$ cat src/mts_pkg.sv
// shared types, constants and note tables of the melody tone sequencer
package mts_pkg;

    localparam int MAX_NOTES   = 8;
    localparam int POS_W       = $clog2(MAX_NOTES);
    localparam int CMD_W       = 2;
    localparam int MEL_W       = 2;
    localparam int PERIOD_W    = 16;
    localparam int LENGTH_W    = 16;
    localparam int ALARM_W     = 32;
    localparam int CFG_IDX_W   = 2;
    localparam int CFG_DATA_W  = 32;

    localparam logic [CMD_W-1:0] CMD_TICK       = 2'd0;
    localparam logic [CMD_W-1:0] CMD_START      = 2'd1;
    localparam logic [CMD_W-1:0] CMD_ALARM_TICK = 2'd2;

    localparam logic [MEL_W-1:0] MEL_WELCOME = 2'd0;
    localparam logic [MEL_W-1:0] MEL_WRONG   = 2'd1;
    localparam logic [MEL_W-1:0] MEL_CLICK   = 2'd2;
    localparam logic [MEL_W-1:0] MEL_ALARM   = 2'd3;

    localparam logic [CFG_IDX_W-1:0] CFG_ALARM_RESTART = 2'd0;
    localparam logic [CFG_IDX_W-1:0] CFG_CLICK_PERIOD  = 2'd1;
    localparam logic [CFG_IDX_W-1:0] CFG_CLICK_LENGTH  = 2'd2;

    localparam logic [ALARM_W-1:0]  ALARM_RESTART_RST = 32'd10000;
    localparam logic [PERIOD_W-1:0] CLICK_PERIOD_RST  = 16'd1000;
    localparam logic [LENGTH_W-1:0] CLICK_LENGTH_RST  = 16'd100;

    // tone periods in microseconds
    localparam logic [PERIOD_W-1:0] TONE_B5  = 16'd1910;
    localparam logic [PERIOD_W-1:0] TONE_HI  = 16'd1430;
    localparam logic [PERIOD_W-1:0] TONE_TOP = 16'd1275;

    typedef struct packed {
        logic [CMD_W-1:0] cmd;
        logic [MEL_W-1:0] melody_sel;
    } cmd_item_t;

    typedef struct packed {
        logic [PERIOD_W-1:0] tone_period_us;
        logic                tone_on;
        logic                playing;
        logic [POS_W-1:0]    note_index;
        logic                melody_done;
    } tone_item_t;

    typedef struct packed {
        logic [ALARM_W-1:0]  alarm_restart_ms;
        logic [PERIOD_W-1:0] click_period_us;
        logic [LENGTH_W-1:0] click_length_ms;
    } cfg_t;

    // fixed tone table, zero beyond the last note of a melody
    function automatic logic [PERIOD_W-1:0] tone_rom(input logic [MEL_W-1:0] mel,
                                                     input logic [POS_W-1:0] pos);
        logic [PERIOD_W-1:0] val;
        val = '0;
        unique case (mel)
            MEL_WELCOME:
            begin
                if (pos == POS_W'(0)) val = TONE_B5;
                else if (pos == POS_W'(1)) val = TONE_HI;
                else if (pos == POS_W'(2)) val = TONE_TOP;
            end
            MEL_WRONG, MEL_ALARM:
            begin
                if (pos < POS_W'(6)) val = pos[0] ? TONE_HI : TONE_TOP;
            end
            default:
            begin
                val = '0;
            end
        endcase
        return val;
    endfunction

    // fixed note length table in milliseconds
    function automatic logic [LENGTH_W-1:0] len_rom(input logic [MEL_W-1:0] mel,
                                                    input logic [POS_W-1:0] pos);
        logic [LENGTH_W-1:0] val;
        val = '0;
        unique case (mel)
            MEL_WELCOME:
            begin
                if (pos == POS_W'(0)) val = 16'd200;
                else if (pos == POS_W'(1)) val = 16'd250;
                else if (pos == POS_W'(2)) val = 16'd400;
            end
            MEL_WRONG:
            begin
                if (pos < POS_W'(6)) val = 16'd250;
            end
            MEL_ALARM:
            begin
                if (pos < POS_W'(5)) val = 16'd250;
                else if (pos == POS_W'(5)) val = 16'd2000;
            end
            default:
            begin
                val = '0;
            end
        endcase
        return val;
    endfunction

    function automatic logic [POS_W:0] count_rom(input logic [MEL_W-1:0] mel);
        logic [POS_W:0] val;
        unique case (mel)
            MEL_WELCOME: val = (POS_W+1)'(3);
            MEL_WRONG:   val = (POS_W+1)'(6);
            MEL_CLICK:   val = (POS_W+1)'(1);
            default:     val = (POS_W+1)'(6);
        endcase
        return val;
    endfunction

endpackage

$ cat src/mts_cmd_if.sv
// command channel: tick and start transactions
interface mts_cmd_if;
    import mts_pkg::*;

    logic             valid;
    logic             ready;
    logic [CMD_W-1:0] cmd;
    logic [MEL_W-1:0] melody_sel;

    modport source (output valid, output cmd, output melody_sel, input ready);
    modport sink   (input valid, input cmd, input melody_sel, output ready);
endinterface

$ cat src/mts_tone_if.sv
// result channel: tone state transactions
interface mts_tone_if;
    import mts_pkg::*;

    logic                valid;
    logic                ready;
    logic [PERIOD_W-1:0] tone_period_us;
    logic                tone_on;
    logic                playing;
    logic [POS_W-1:0]    note_index;
    logic                melody_done;

    modport source (output valid, output tone_period_us, output tone_on, output playing,
                    output note_index, output melody_done, input ready);
    modport sink   (input valid, input tone_period_us, input tone_on, input playing,
                    input note_index, input melody_done, output ready);
endinterface

$ cat src/melody_tone_sequencer_unit.sv
// top level of the melody tone sequencer
// Buzzer melody sequencer: each command transaction (1 ms tick, melody start, or tick with
// alarm restart check) yields exactly one tone transaction giving the tone period, drive
// enable, playing flag, note index and end-of-melody flag. One transaction is taken every
// clock cycle while the tone channel does not stall; a command passes through the input
// register and then the result register, with all note timing done combinationally
// between them. A stalled tone channel holds the result register and, once the input
// register is also full, back-pressures the command channel. Configuration writes take
// effect on the next cycle and are expected only while no transaction is in flight.
module melody_tone_sequencer_unit (
    input  logic                           clk,
    input  logic                           rst_n,
    mts_cmd_if.sink                        cmd_chan,
    mts_tone_if.source                     tone_chan,
    input  logic                           cfg_wr_en,
    input  logic [mts_pkg::CFG_IDX_W-1:0]  cfg_index,
    input  logic [mts_pkg::CFG_DATA_W-1:0] cfg_wr_data
);
    import mts_pkg::*;

    cfg_t       cfg;
    logic       item_valid;
    cmd_item_t  item;
    logic       take;
    logic       out_free;
    tone_item_t result;

    mts_cfg_regs u_cfg_regs (
        .clk         (clk),
        .rst_n       (rst_n),
        .cfg_wr_en   (cfg_wr_en),
        .cfg_index   (cfg_index),
        .cfg_wr_data (cfg_wr_data),
        .cfg         (cfg)
    );

    mts_in_stage u_in_stage (
        .clk        (clk),
        .rst_n      (rst_n),
        .cmd_chan   (cmd_chan),
        .take       (take),
        .item_valid (item_valid),
        .item       (item)
    );

    mts_seq_core u_seq_core (
        .clk        (clk),
        .rst_n      (rst_n),
        .item_valid (item_valid),
        .item       (item),
        .out_free   (out_free),
        .cfg        (cfg),
        .take       (take),
        .result     (result)
    );

    mts_out_stage u_out_stage (
        .clk       (clk),
        .rst_n     (rst_n),
        .load      (take),
        .result    (result),
        .out_free  (out_free),
        .tone_chan (tone_chan)
    );
endmodule

$ cat src/mts_cfg_regs.sv
// configuration registers with plain write port
module mts_cfg_regs (
    input  logic                           clk,
    input  logic                           rst_n,
    input  logic                           cfg_wr_en,
    input  logic [mts_pkg::CFG_IDX_W-1:0]  cfg_index,
    input  logic [mts_pkg::CFG_DATA_W-1:0] cfg_wr_data,
    output mts_pkg::cfg_t                  cfg
);
    import mts_pkg::*;

    cfg_t cfg_reg;
    cfg_t cfg_next;

    always_comb
    begin
        cfg_next = cfg_reg;
        if (cfg_wr_en)
        begin
            unique case (cfg_index)
                CFG_ALARM_RESTART: cfg_next.alarm_restart_ms = cfg_wr_data[ALARM_W-1:0];
                CFG_CLICK_PERIOD:  cfg_next.click_period_us  = cfg_wr_data[PERIOD_W-1:0];
                CFG_CLICK_LENGTH:  cfg_next.click_length_ms  = cfg_wr_data[LENGTH_W-1:0];
                default:           cfg_next = cfg_reg;
            endcase
        end
    end

    always_ff @(posedge clk or negedge rst_n)
    begin
        if (!rst_n)
        begin
            cfg_reg.alarm_restart_ms <= ALARM_RESTART_RST;
            cfg_reg.click_period_us  <= CLICK_PERIOD_RST;
            cfg_reg.click_length_ms  <= CLICK_LENGTH_RST;
        end
        else
        begin
            cfg_reg <= cfg_next;
        end
    end

    assign cfg = cfg_reg;
endmodule

$ cat src/mts_in_stage.sv
// input register for command transactions
module mts_in_stage (
    input  logic               clk,
    input  logic               rst_n,
    mts_cmd_if.sink            cmd_chan,
    input  logic               take,
    output logic               item_valid,
    output mts_pkg::cmd_item_t item
);
    import mts_pkg::*;

    logic      valid_reg;
    logic      valid_next;
    cmd_item_t item_reg;
    logic      load;

    assign cmd_chan.ready = !valid_reg || take;
    assign load           = cmd_chan.valid && cmd_chan.ready;

    always_comb
    begin
        valid_next = valid_reg;
        if (load)
            valid_next = 1'b1;
        else if (take)
            valid_next = 1'b0;
    end

    always_ff @(posedge clk or negedge rst_n)
    begin
        if (!rst_n)
            valid_reg <= 1'b0;
        else
            valid_reg <= valid_next;
    end

    always_ff @(posedge clk)
    begin
        if (load)
        begin
            item_reg.cmd        <= cmd_chan.cmd;
            item_reg.melody_sel <= cmd_chan.melody_sel;
        end
    end

    assign item_valid = valid_reg;
    assign item       = item_reg;
endmodule

$ cat src/mts_seq_core.sv
// sequencer state and per-transaction note timing
module mts_seq_core (
    input  logic                clk,
    input  logic                rst_n,
    input  logic                item_valid,
    input  mts_pkg::cmd_item_t  item,
    input  logic                out_free,
    input  mts_pkg::cfg_t       cfg,
    output logic                take,
    output mts_pkg::tone_item_t result
);
    import mts_pkg::*;

    logic                active_reg,  active_next;
    logic [MEL_W-1:0]    mel_reg,     mel_next;
    logic [POS_W-1:0]    pos_reg,     pos_next;
    logic [LENGTH_W-1:0] elapsed_reg, elapsed_next;
    logic [ALARM_W-1:0]  alarm_reg,   alarm_next;
    logic [PERIOD_W-1:0] period_reg,  period_next;

    logic                is_start;
    logic [ALARM_W-1:0]  alarm_inc;
    logic                restart;
    logic                do_start;
    logic [MEL_W-1:0]    start_mel;
    logic [PERIOD_W-1:0] start_period;
    logic                s_active;
    logic [MEL_W-1:0]    s_mel;
    logic [POS_W-1:0]    s_pos;
    logic [LENGTH_W-1:0] s_elapsed;
    logic [PERIOD_W-1:0] s_period;
    logic [LENGTH_W-1:0] el_inc;
    logic [LENGTH_W-1:0] note_len;
    logic [POS_W:0]      pos_plus;
    logic [POS_W-1:0]    pos_adv;
    logic [PERIOD_W-1:0] adv_period;
    logic                done;

    assign take = item_valid && out_free;

    always_comb
    begin
        is_start  = (item.cmd == CMD_START);
        alarm_inc = (alarm_reg != '1) ? alarm_reg + ALARM_W'(1) : alarm_reg;
        restart   = (item.cmd == CMD_ALARM_TICK) && (alarm_inc >= cfg.alarm_restart_ms);
        do_start  = is_start || restart;
        start_mel = is_start ? item.melody_sel : MEL_ALARM;

        start_period = (start_mel == MEL_CLICK) ? cfg.click_period_us
                                                : tone_rom(start_mel, '0);

        if (is_start)
            alarm_next = (item.melody_sel == MEL_ALARM) ? '0 : alarm_reg;
        else
            alarm_next = restart ? '0 : alarm_inc;

        // state after an optional melody start
        s_active  = do_start ? 1'b1         : active_reg;
        s_mel     = do_start ? start_mel    : mel_reg;
        s_pos     = do_start ? '0           : pos_reg;
        s_elapsed = do_start ? '0           : elapsed_reg;
        s_period  = do_start ? start_period : period_reg;

        // note timing on ticks
        el_inc     = (s_elapsed != '1) ? s_elapsed + LENGTH_W'(1) : s_elapsed;
        note_len   = (s_mel == MEL_CLICK) ? cfg.click_length_ms : len_rom(s_mel, s_pos);
        pos_plus   = {1'b0, s_pos} + (POS_W+1)'(1);
        pos_adv    = pos_plus[POS_W-1:0];
        adv_period = (s_mel == MEL_CLICK) ? cfg.click_period_us : tone_rom(s_mel, pos_adv);

        active_next  = s_active;
        mel_next     = s_mel;
        pos_next     = s_pos;
        elapsed_next = s_elapsed;
        period_next  = s_period;
        done         = 1'b0;

        if (!is_start && s_active)
        begin
            if (el_inc >= note_len)
            begin
                elapsed_next = '0;
                if (pos_plus >= count_rom(s_mel))
                begin
                    active_next = 1'b0;
                    done        = 1'b1;
                end
                else
                begin
                    pos_next    = pos_adv;
                    period_next = adv_period;
                end
            end
            else
            begin
                elapsed_next = el_inc;
            end
        end

        result.tone_period_us = period_next;
        result.tone_on        = active_next;
        result.playing        = active_next;
        result.note_index     = pos_next;
        result.melody_done    = done;
    end

    always_ff @(posedge clk or negedge rst_n)
    begin
        if (!rst_n)
        begin
            active_reg  <= 1'b0;
            mel_reg     <= '0;
            pos_reg     <= '0;
            elapsed_reg <= '0;
            alarm_reg   <= '0;
            period_reg  <= '0;
        end
        else if (take)
        begin
            active_reg  <= active_next;
            mel_reg     <= mel_next;
            pos_reg     <= pos_next;
            elapsed_reg <= elapsed_next;
            alarm_reg   <= alarm_next;
            period_reg  <= period_next;
        end
    end
endmodule

$ cat src/mts_out_stage.sv
// result register driving the tone channel
module mts_out_stage (
    input  logic                clk,
    input  logic                rst_n,
    input  logic                load,
    input  mts_pkg::tone_item_t result,
    output logic                out_free,
    mts_tone_if.source          tone_chan
);
    import mts_pkg::*;

    logic       valid_reg;
    logic       valid_next;
    tone_item_t data_reg;

    assign out_free = !valid_reg || tone_chan.ready;

    always_comb
    begin
        valid_next = valid_reg;
        if (load)
            valid_next = 1'b1;
        else if (tone_chan.ready)
            valid_next = 1'b0;
    end

    always_ff @(posedge clk or negedge rst_n)
    begin
        if (!rst_n)
            valid_reg <= 1'b0;
        else
            valid_reg <= valid_next;
    end

    always_ff @(posedge clk)
    begin
        if (load)
            data_reg <= result;
    end

    assign tone_chan.valid          = valid_reg;
    assign tone_chan.tone_period_us = data_reg.tone_period_us;
    assign tone_chan.tone_on        = data_reg.tone_on;
    assign tone_chan.playing        = data_reg.playing;
    assign tone_chan.note_index     = data_reg.note_index;
    assign tone_chan.melody_done    = data_reg.melody_done;
endmodule
$ cat src/flat_wrapper.sv
// flat-port wrapper written by rule: the top's interface ports become plain ports
module melody_tone_sequencer_unit_flat import mts_pkg::*;
  (clk, rst_n, cfg_wr_en, cfg_index, cfg_wr_data, cmd_chan_valid, cmd_chan_cmd, cmd_chan_melody_sel, cmd_chan_ready, tone_chan_valid, tone_chan_tone_period_us, tone_chan_tone_on, tone_chan_playing, tone_chan_note_index, tone_chan_melody_done, tone_chan_ready);
  mts_cmd_if cmd_chan_i ();
  mts_tone_if tone_chan_i ();
  input  logic clk;
  input  logic rst_n;
  input  logic cfg_wr_en;
  input  logic [mts_pkg::CFG_IDX_W-1:0] cfg_index;
  input  logic [mts_pkg::CFG_DATA_W-1:0] cfg_wr_data;
  input wire logic [$bits(cmd_chan_i.valid)-1:0] cmd_chan_valid;
  input wire logic [$bits(cmd_chan_i.cmd)-1:0] cmd_chan_cmd;
  input wire logic [$bits(cmd_chan_i.melody_sel)-1:0] cmd_chan_melody_sel;
  output wire logic [$bits(cmd_chan_i.ready)-1:0] cmd_chan_ready;
  output wire logic [$bits(tone_chan_i.valid)-1:0] tone_chan_valid;
  output wire logic [$bits(tone_chan_i.tone_period_us)-1:0] tone_chan_tone_period_us;
  output wire logic [$bits(tone_chan_i.tone_on)-1:0] tone_chan_tone_on;
  output wire logic [$bits(tone_chan_i.playing)-1:0] tone_chan_playing;
  output wire logic [$bits(tone_chan_i.note_index)-1:0] tone_chan_note_index;
  output wire logic [$bits(tone_chan_i.melody_done)-1:0] tone_chan_melody_done;
  input wire logic [$bits(tone_chan_i.ready)-1:0] tone_chan_ready;
  assign cmd_chan_i.valid = cmd_chan_valid;
  assign cmd_chan_i.cmd = cmd_chan_cmd;
  assign cmd_chan_i.melody_sel = cmd_chan_melody_sel;
  assign cmd_chan_ready = cmd_chan_i.ready;
  assign tone_chan_valid = tone_chan_i.valid;
  assign tone_chan_tone_period_us = tone_chan_i.tone_period_us;
  assign tone_chan_tone_on = tone_chan_i.tone_on;
  assign tone_chan_playing = tone_chan_i.playing;
  assign tone_chan_note_index = tone_chan_i.note_index;
  assign tone_chan_melody_done = tone_chan_i.melody_done;
  assign tone_chan_i.ready = tone_chan_ready;
  melody_tone_sequencer_unit u_core (.clk(clk), .rst_n(rst_n), .cmd_chan(cmd_chan_i), .tone_chan(tone_chan_i), .cfg_wr_en(cfg_wr_en), .cfg_index(cfg_index), .cfg_wr_data(cfg_wr_data));
endmodule
$ cat config.mk
export PLATFORM = sky130hd
export DESIGN_NAME = melody_tone_sequencer_unit_flat
export DESIGN_NICKNAME = d
export VERILOG_FILES = /design/src/mts_pkg.sv /design/src/mts_cmd_if.sv /design/src/mts_tone_if.sv /design/src/melody_tone_sequencer_unit.sv /design/src/mts_cfg_regs.sv /design/src/mts_in_stage.sv /design/src/mts_seq_core.sv /design/src/mts_out_stage.sv /design/src/flat_wrapper.sv
export SDC_FILE = /design/constraint.sdc
export NUM_CORES = 1
export LEC_CHECK = 0
export ABC_AREA = 0
export BUFFER_PORTS_ARGS = -buffer_cell sky130_fd_sc_hd__buf_2
export CORE_UTILIZATION = 40
export CTS_BUF_LIST = sky130_fd_sc_hd__clkbuf_4 sky130_fd_sc_hd__clkbuf_8
export DETAILED_ROUTE_END_ITERATION = 10
export GPL_ROUTABILITY_DRIVEN = 0
export PLACE_DENSITY = 0.66
export RECOVER_POWER = 100
export SLEW_MARGIN = 0
export SYNTH_ARGS = -nofsm -noshare
export SYNTH_HDL_FRONTEND = slang
export SYNTH_SLANG_ARGS = --single-unit
$ cat constraint.sdc
create_clock -name clk -period 10.23 [get_ports clk]
set_input_delay 1.023 -clock clk [delete_from_list [all_inputs] [get_ports clk]]
set_output_delay 1.023 -clock clk [all_outputs]
set_load 0.02 [all_outputs]
Yosys cells after proc, flatten, opt, wreduce, memory -nomap -nowiden
Index checks and enable logic that the tools add are counted.
- flip-flop bits (word level): 161
- latch bits: 0
- memory bits (writable): 0
- memory bits (read-only): 0
- output and inout bits: 24
- memories: 0
- add/subtract/negate cells: 3
- multipliers: 0
- divide/modulo/power cells: 0
- magnitude comparators: 6
- eq/ne operators: 19
- shifts and indexed selects: 0
- multiplexer cells: 47
- bitwise gates (word level): 0
- reductions and logical operators: 24
- operator list (operator ; count):
    $mux 16 ; 11
    $mux 32 ; 4
    $mux 11 ; 6
    $pmux 16 s3 ; 1
    $mux 9 ; 4
    $add 32x1->32 const B ; 1
    $ge 32x32->1 ; 1
    $ne 32x32->1 const B ; 1
    $pmux 16 s2 ; 1
    $pmux 11 s2 ; 1
    $add 16x1->16 const B ; 1
    $ge 16x16->1 ; 1
    $ne 16x16->1 const B ; 1
    $eq 2x2->1 const B ; 7
    $mux 3 ; 4
    $reduce_and 2->1 ; 5
    $lt 3x3->1 const B ; 3
    $mux 1 ; 9
    $eq 2x1->1 const B ; 4
    $mux 4 ; 2
    $mux 8 ; 1
    $eq 3x1->1 const B ; 2
    $eq 3x2->1 const B ; 2
    $logic_not 2->1 ; 3
    other kinds (12) ; 23

Longest topological paths before layout
Gate-level depths: netlist (run 1).
- depth in word-level cells: 19
- mapped depth: 38
- mapped depth without buffers: 32

Modules after synthesis
From an unflattened synthesis (run 1), not the netlist that was laid out.
- cells, all modules: 990
- area total of the unflattened synthesis: 9870.7 um2
- by module, submodules not included (module ; instances ; cells each ; area an instance (um2) ; seq. area each (um2)):
    mts_seq_core ; 1 ; 821 ; 6552.5 ; 1751.7
    mts_cfg_regs ; 1 ; 136 ; 2436.1 ; 1619.1
    mts_out_stage ; 1 ; 25 ; 708.2 ; 685.7
    mts_in_stage ; 1 ; 8 ; 173.9 ; 145.1

Least setup slack after synthesis (run 1)
No wires, ideal clock.
- kind: reg2reg
- from: register u_core.u_seq_core.alarm_reg[6]
- to: register u_core.u_out_stage.data_reg (netlist bit u_core.u_out_stage.tone_chan.tone_period_us[8]) (data pin)
- library setup time: 265 ps
- arrival: 7749 ps
- data required time: 9965 ps
- path slack: 2217 ps
- cell stages (with the launch flop): 36
- path buffers: 5
- clock period less this slack: 8013 ps
- cells stage by stage: dfrtp_1 -> buf_2 -> nand4_1 -> nor4_2 -> and2_1 -> o2111ai_1 -> or3_1 -> clkbuf_1 -> nor2_1 -> xor2_1 -> ha_1 -> a21oi_1 -> o21ai_0 -> a221o_1 -> o21a_1 -> nor3_2 -> clkbuf_1 -> and2_1 -> ha_1 -> and3_1 -> and4_1 -> clkbuf_1 -> and3_1 -> nor2b_1 -> nand2_1 -> mux2_2 -> ha_1 -> nand2_1 -> o21ai_0 -> a41oi_1 -> o41ai_2 -> o32ai_2 -> or2_1 -> buf_6 -> a2111oi_4 -> nor2_1
- RTL lines (element ; RTL line ; RTL):
    from (decl) ; mts_seq_core.sv:18 ; logic [ALARM_W-1:0] alarm_reg, alarm_next;
    from (signal assigned) ; mts_seq_core.sv:124 ; alarm_reg <= alarm_next;
    to (signal assigned) ; mts_out_stage.sv:38 ; data_reg <= result;
    to (decl) ; mts_out_stage.sv:14 ; tone_item_t data_reg;

==> results.md, run 1 <==
* Reg area at about 4200 µm²
* HP Class: reg -> reg
* CTS tree: yes
* Min cycle time layout at 9.22 ns
* DR iter-0 viols at roughly 520
* R2R setup slack at slightly above 1 ns
* Sink Count at 161
* Largest net degree at the start of global routing at 80
* Nets at 1140
* CP Max Fanout at 19
* Mapped Avg Cell Area at slightly below 10 µm²
* Crit path kind: reg -> reg
* Cts hold-fix bufs at 0
* Syn Nets at roughly 1100
* Number of I/O port buffers at between 60 and 70
* Peak VDD IR at ~0.00009 V
* Reg-to-Reg Start: u_core.u_seq_core.alarm_reg[6]
* # diodes at 0
* Synth unique cells at about 80
* Gr usage total at 0.198
* Max-Cap Viols at 4
* Final instance area at 10400 µm²
* Worst-Skew Late Latency at 0.47 ns
* Setup slack after layout at approximately 1.0 ns
* # placed instances at 1338
* Final WL at 23300 µm
* Hold wc startpoint: u_core.u_seq_core.alarm_reg[31]
* Ys Warns at 0
* Setup crit end kind: flop
* Area grow syn2layout at 9.71%
* Worst-path clk slew at around 0.10 ns
* Final Slew Violations at ~250
* Final setup viols at 0
* Leak at about 4.4 nW
* Total gr overflow at 0
* Resized Gates After CTS at 0
* Die height at 156 µm
* ANT nets after route at 0
* Final Skew at approximately 0.018 ns
* Slew @ Worst Pin at between 4 and 5 ns
* Wire per inst at 17.0 µm
* Startpoint Class: flop
* Sequential fraction of the synthesis area at 0.438
* Hold Crit Depth at 1
* FFs w/ async S/R, synth at 0.845
* Setup Buffers After CTS at 0
* Vias per std cell at approximately 5.5
* Mapped Area at between 9000 and 10000 µm²
* Post-Layout Cell Count at roughly 1400
* Fin crit share at 0.901
* Antenna violations before repair at 1
* Area of the multi-input gates at a little under 5000 µm²
* R2R depth at 23
* Crit path DAT at 9.44 ns
* Post-synth EDFFs at 25
* Std cell rows at 56
* PD cells at around 190 nW/µm²
* DRC at 0
* First-pass GRT wire length at ~38000 µm
* Die W at between 150 and 200 µm
* Filler Cell Count at around 2300
* Hold Vio Cnt, Final at 0
* Core area at 23400 µm²
* Root Driver: clkbuf_8
* Largest register FFs at 64
* Die area at 24400 µm²
* Htree depth at 4
* Setup WS pre-CTS at about 1.4 ns
* Ratio of cells with drive above 1 in the final layout at 0.129
* Routed vias at around 7600
* Placed Area at a little over 10000 µm²
* CTS Buf Count at 17
* Vias in the first global route at slightly above 7000
* DR pass1 iterations at 5
* Setup_tns at 0 ns
* RSZ-0062 raised after global routing: no
* Mapped Cells at 991
* Seq cells post-synth at 161
* Initial cell density of the core at 0.407
* Status: finished with violations
* Max_slew headroom at -1.72
* WHS Endpoint: u_core.u_seq_core.alarm_reg[31]
* Reg-to-Reg End: u_core.u_out_stage.tone_chan.tone_period_us[2]
* Failing checks: capacitance limit, slew limit
* I/O pins at 67
* Fmax at approximately 110 MHz
* Top FF cell, synth: dfrtp_1
* Worst EP required at approximately 10 ns
* DP HPWL at between 15000 and 20000 µm
* Clock Path Buffers at 2
-- worst max-delay path by stage --
stage | from | endpoint | slack (ns) | cells after the start
finish | u_core.u_seq_core.alarm_reg[6] | u_core.u_out_stage.tone_chan.tone_period_us[2] | 1.01 | 23
global route | u_core.u_seq_core.alarm_reg[6] | u_core.u_seq_core.period_reg[7] | 0.26 | 29
CTS | u_core.u_seq_core.alarm_reg[6] | u_core.u_out_stage.tone_chan.tone_period_us[2] | 1.37 | 29
detailed placement | u_core.u_seq_core.alarm_reg[6] | u_core.u_out_stage.tone_chan.tone_period_us[2] | 1.42 | 29
global placement | u_core.u_seq_core.alarm_reg[6] | u_core.u_out_stage.tone_chan.tone_period_us[2] | 1.56 | 29
floorplan | u_core.u_seq_core.alarm_reg[6] | u_core.u_out_stage.tone_chan.tone_period_us[8] | 2.22 | 35
-- layout make-up --
cell class	count	share of cell area
inverter	52	0.0187
multi-input combinational	733	0.473
timing repair buffer	73	0.0311
tap	319	0.0382
sequential	161	0.399
clock buffer	18	0.0231
clock inverter	14	0.0162
-- metal layers --
metal | GRT usage | routed length, µm | vias to the layer above
met5 | 0 | 0 | -
met4 | 0.0621 | 349 | 0
met3 | 0.0415 | 1350 | 29
met2 | 0.311 | 10700 | 241
met1 | 0.272 | 10900 | 3646
li1 | - | - | 3683
-- metrics by stage --
step	hold WS [ns]	power, mW	utilization
2_1_floorplan	0.449	1.34	-
3_3_place_gp	0.469	1.51	0.433
3_5_place_dp	0.471	1.52	0.433
4_1_cts	0.493	2.03	0.450
5_1_grt	0.520	2.13	0.446
6_report	0.491	2.00	0.446
-- Yosys cell counts (all sizes together), types with 6 or more instances --
master,count,area (µm²)
dfstp,14,368
nand4,20,125
and2,9,56.3
nor4,8,56.3
edfxtp,25,751
and3,16,100
nand2,130,488
clkbuf,33,124
a31oi,12,75.1
nand2b,14,87.6
and4,6,52.6
buf,12,66.3
inv,51,191
or3,6,37.5
xnor2,23,201
nor3,16,85.1
nor2,63,244
mux2,40,450
xor2,18,158
o21ai,84,420
a221oi,6,58.8
o21a,9,67.6
a211oi,7,57.6
ha,59,738
dfrtp,122,3050
nand3,20,100
a21oi,47,235
a21o,13,97.6
o31ai,19,158
nor2b,6,37.5
a22o,26,228
-- cells in the final DEF (no fill, tap or decap), drive strengths merged, types with 19 or more instances in the layout --
master,instances
nand2,130
dfrtp,122
o21ai,84
nor2,63
ha,59
inv,59
clkbuf,54
a21oi,47
mux2,40
buf,37
a22o,26
edfxtp,25
xnor2,23
nand3,20
nand4,20
o31ai,19
-- power by group --
group | total [mW] | internal (mW) | switching (mW) | leakage (nW)
combinational | 0.630 | 0.243 | 0.387 | 2.31
clock | 0.496 | 0.229 | 0.268 | 0.207
sequential | 0.877 | 0.788 | 0.0886 | 1.93
-- critical path, cell delays in order (launching register included) --
cell,delay (ns)
dfrtp_1,0.49
nand4_1,0.19
nor4_1,0.62
and2_0,0.28
o2111ai_1,0.41
or3_1,0.55
nor2_1,0.19
xor2_1,0.18
ha_1,0.28
a21oi_1,0.14
o21ai_0,0.12
a221o_1,0.35
o21ai_0,0.99
nand3_1,0.95
nor4b_1,0.70
xnor2_1,0.17
nor2_1,0.06
ha_1,0.31
nand4_1,0.14
o41ai_2,0.51
o32ai_2,0.27
or2_1,0.44
a2111oi_1,0.52
nor2_1,0.09
-- kinds of logic (layout without fill, tap and decap cells) --
logic type | after synthesis | in the layout | synth area share
AND/OR/NAND/NOR | 324 | 324 | 0.163
AO/OA/AOI/OAI | 265 | 265 | 0.192
flip-flops | 161 | 161 | 0.438
buffers and inverters | 97 | 157 | 0.0405
adder cells (fa/ha/maj) | 59 | 59 | 0.0776
multiplexers | 44 | 44 | 0.0515
XOR/XNOR | 41 | 41 | 0.0377
No activity file was read; power rests on OpenSTA's default activity.
==> run 2, diff against run 1 <==
CTS_CLUSTER_DIAMETER = 100   (was unset)
PLACE_DENSITY = 0.67   (was 0.66)
==> run 2 against run 1 <==
- final cell count stayed put
- non-clock buffer count unchanged
- utilization is essentially flat
- setup slack worse by 0.10 ns
- clock skew is 0.0041 ns lower
- the flow still finishes with violations (capacitance limit, slew limit)
==> results.md, run 2 (synthesis results as in run 1) <==
* CTS tree: yes (unchanged)
* Clock Path Buffers at 2 (unchanged)
* # diodes at 0 (unchanged)
* DP HPWL at 17100 µm (was 16800 µm)
* Slew @ Worst Pin at 3.87 ns (was 4.09 ns)
* Nets at 1140 (unchanged)
* I/O pins at 67 (unchanged)
* Setup crit end kind: flop (unchanged)
* Sink Count at 161 (unchanged)
* First-pass GRT wire length at 38900 µm (was 37800 µm)
* Wire per inst at 17.4 µm (was 17.0 µm)
* Resized Gates After CTS at 0 (unchanged)
* PD cells at 194 nW/µm² (was 192 nW/µm²)
* Critical-path top delay cell: a2111oi_0 (was o21ai_0)
* Total gr overflow at 0 (unchanged)
* DR pass1 iterations at 5 (unchanged)
* R2R setup slack at 0.91 ns (was 1.01 ns)
* Setup_tns at 0 ns (unchanged)
* Root Driver: clkbuf_8 (unchanged)
* CTS Buf Count at 17 (unchanged)
* Antenna violations before repair at 0 (was 1)
* Most used cell, CP: ha_1 (was nor2_1)
* Min cycle time layout at 9.32 ns (was 9.22 ns)
* Hold wc startpoint: u_core.u_seq_core.period_reg[8] (was u_core.u_seq_core.alarm_reg[31])
* Htree depth at 4 (unchanged)
* Startpoint Class: flop (unchanged)
* Std cell rows at 56 (unchanged)
* Fmax at 107 MHz (was 108 MHz)
* Die area at 24400 µm² (unchanged)
* # placed instances at 1338 (unchanged)
* Worst EP required at 10.45 ns (about the same)
* DRC at 0 (unchanged)
* Number of I/O port buffers at 66 (unchanged)
* Setup Buffers After CTS at 0 (unchanged)
* Largest net degree at the start of global routing at 71 (was 80)
* Largest register FFs at 64 (unchanged)
* Reg-to-Reg Start: u_core.u_seq_core.alarm_reg[6] (unchanged)
* Max_slew headroom at -1.58 (was -1.72)
* Final setup viols at 0 (unchanged)
* RSZ-0062 raised after global routing: no (unchanged)
* Hold Crit Depth at 2 (was 1)
* Core area at 23400 µm² (unchanged)
* Filler Cell Count at 2293 (was 2305)
* Ratio of cells with drive above 1 in the final layout at 0.128 (was 0.129)
* Most common cell after layout, fill and taps aside: nand2_1 (unchanged)
* Routed vias at 7687 (was 7599)
* Peak VDD IR at 0.0000992 V (was 0.0000886 V)
* Worst-Skew Late Latency at 0.48 ns (was 0.47 ns)
* Crit path DAT at 9.54 ns (was 9.44 ns)
* Leak at 4.44 nW (was 4.45 nW)
* Die height at 156 µm (unchanged)
* R2R depth at 30 (was 23)
* Fin crit share at 0.911 (was 0.901)
* Worst-path clk slew at 0.09 ns (was 0.10 ns)
* Failing checks: capacitance limit, slew limit (unchanged)
* CP peak stage delay at 0.62 ns (was 0.99 ns)
* Initial cell density of the core at 0.407 (unchanged)
* Cts hold-fix bufs at 0 (unchanged)
* DR iter-0 viols at 620 (was 521)
* Status: finished with violations (unchanged)
* Post-Layout Cell Count at 1370 (unchanged)
* Area grow syn2layout at 9.73% (was 9.71%)
* Max-Cap Viols at 4 (unchanged)
* Hold Vio Cnt, Final at 0 (unchanged)
* CP Max Fanout at 14 (was 19)
* Gr usage total at 0.205 (was 0.198)
* Most frequent cells in the layout: nand2_1, dfrtp_1, o21ai_0, nor2_1, ha_1 (unchanged)
* Vias per std cell at 5.61 (was 5.55)
* Reg-to-Reg End: u_core.u_out_stage.tone_chan.tone_period_us[8] (was u_core.u_out_stage.tone_chan.tone_period_us[2])
* Final Skew at 0.0142 ns (was 0.0183 ns)
* Vias in the first global route at 7465 (was 7250)
* WHS Endpoint: u_core.u_seq_core.period_reg[8] (was u_core.u_seq_core.alarm_reg[31])
* ANT nets after route at 0 (unchanged)
* Final WL at 23800 µm (was 23300 µm)
* Die W at 156 µm (unchanged)
* HP Class: reg -> reg (unchanged)
* Final Slew Violations at 249 (unchanged)
* Crit path kind: reg -> reg (unchanged)
[run 2: where the power goes]
part / internal (mW) / switching [mW]
registers: 0.788 / 0.0871
clock network: 0.248 / 0.269
logic: 0.242 / 0.392
total: 1.28 / 0.748
[run 2: worst max path at each step]
stage,start,slack (ns),endpoint,cells past startpoint
after floorplan,u_core.u_seq_core.alarm_reg[6],2.22,u_core.u_out_stage.tone_chan.tone_period_us[8],35
after global placement,u_core.u_seq_core.alarm_reg[6],1.58,u_core.u_out_stage.tone_chan.tone_period_us[2],29
after detailed placement,u_core.u_seq_core.alarm_reg[6],1.21,u_core.u_out_stage.tone_chan.tone_period_us[2],30
after CTS,u_core.u_seq_core.alarm_reg[6],1.15,u_core.u_out_stage.tone_chan.tone_period_us[2],30
after global routing,u_core.u_seq_core.alarm_reg[6],0.14,u_core.u_out_stage.tone_chan.tone_period_us[8],31
final,u_core.u_seq_core.alarm_reg[6],0.91,u_core.u_out_stage.tone_chan.tone_period_us[8],30
[run 2: area by class of cell]
type	count	area [µm²]	area share
clock buffers	17	234	0.0224
clock inverters	15	195	0.0187
inverters	52	195	0.0187
multi-input cells	733	4930	0.472
flip-flops and latches	161	4170	0.399
well taps	319	399	0.0382
repair buffers	73	322	0.0308
[run 2: metrics by stage]
| stage | setup WS, ns | hold WS [ns] | power [mW] | area [µm²] | util |
|---|---|---|---|---|---|
| floorplan | 2.22 | 0.449 | 1.34 | 9520 | - |
| global placement | 1.58 | 0.471 | 1.51 | 10100 | 0.433 |
| detailed placement | 1.21 | 0.475 | 1.53 | 10100 | 0.433 |
| CTS | 1.15 | 0.502 | 2.05 | 10600 | 0.451 |
| global route | 0.139 | 0.531 | 2.15 | 10400 | 0.446 |
| finish | 0.908 | 0.497 | 2.03 | 10400 | 0.446 |
[run 2: critical path, delay by kind of cell (launching register included)]
| family | cells | cell delay [ns] |
|---|---|---|
| fa+ha+maj | 3 | 0.79 |
| simple gates | 15 | 4.35 |
| flops | 1 | 0.49 |
| mux | 1 | 0.34 |
| xor+xnor | 1 | 0.16 |
| compound gates | 10 | 2.91 |
[run 2: per-layer routing]
metal	track usage	vias to the layer above	wire length, µm	part of all wire
li1	-	3698	-	-
met1	0.276	3664	11000	0.46
met2	0.324	271	10900	0.46
met3	0.0390	54	1250	0.053
met4	0.0794	0	619	0.026
met5	0	-	0	0
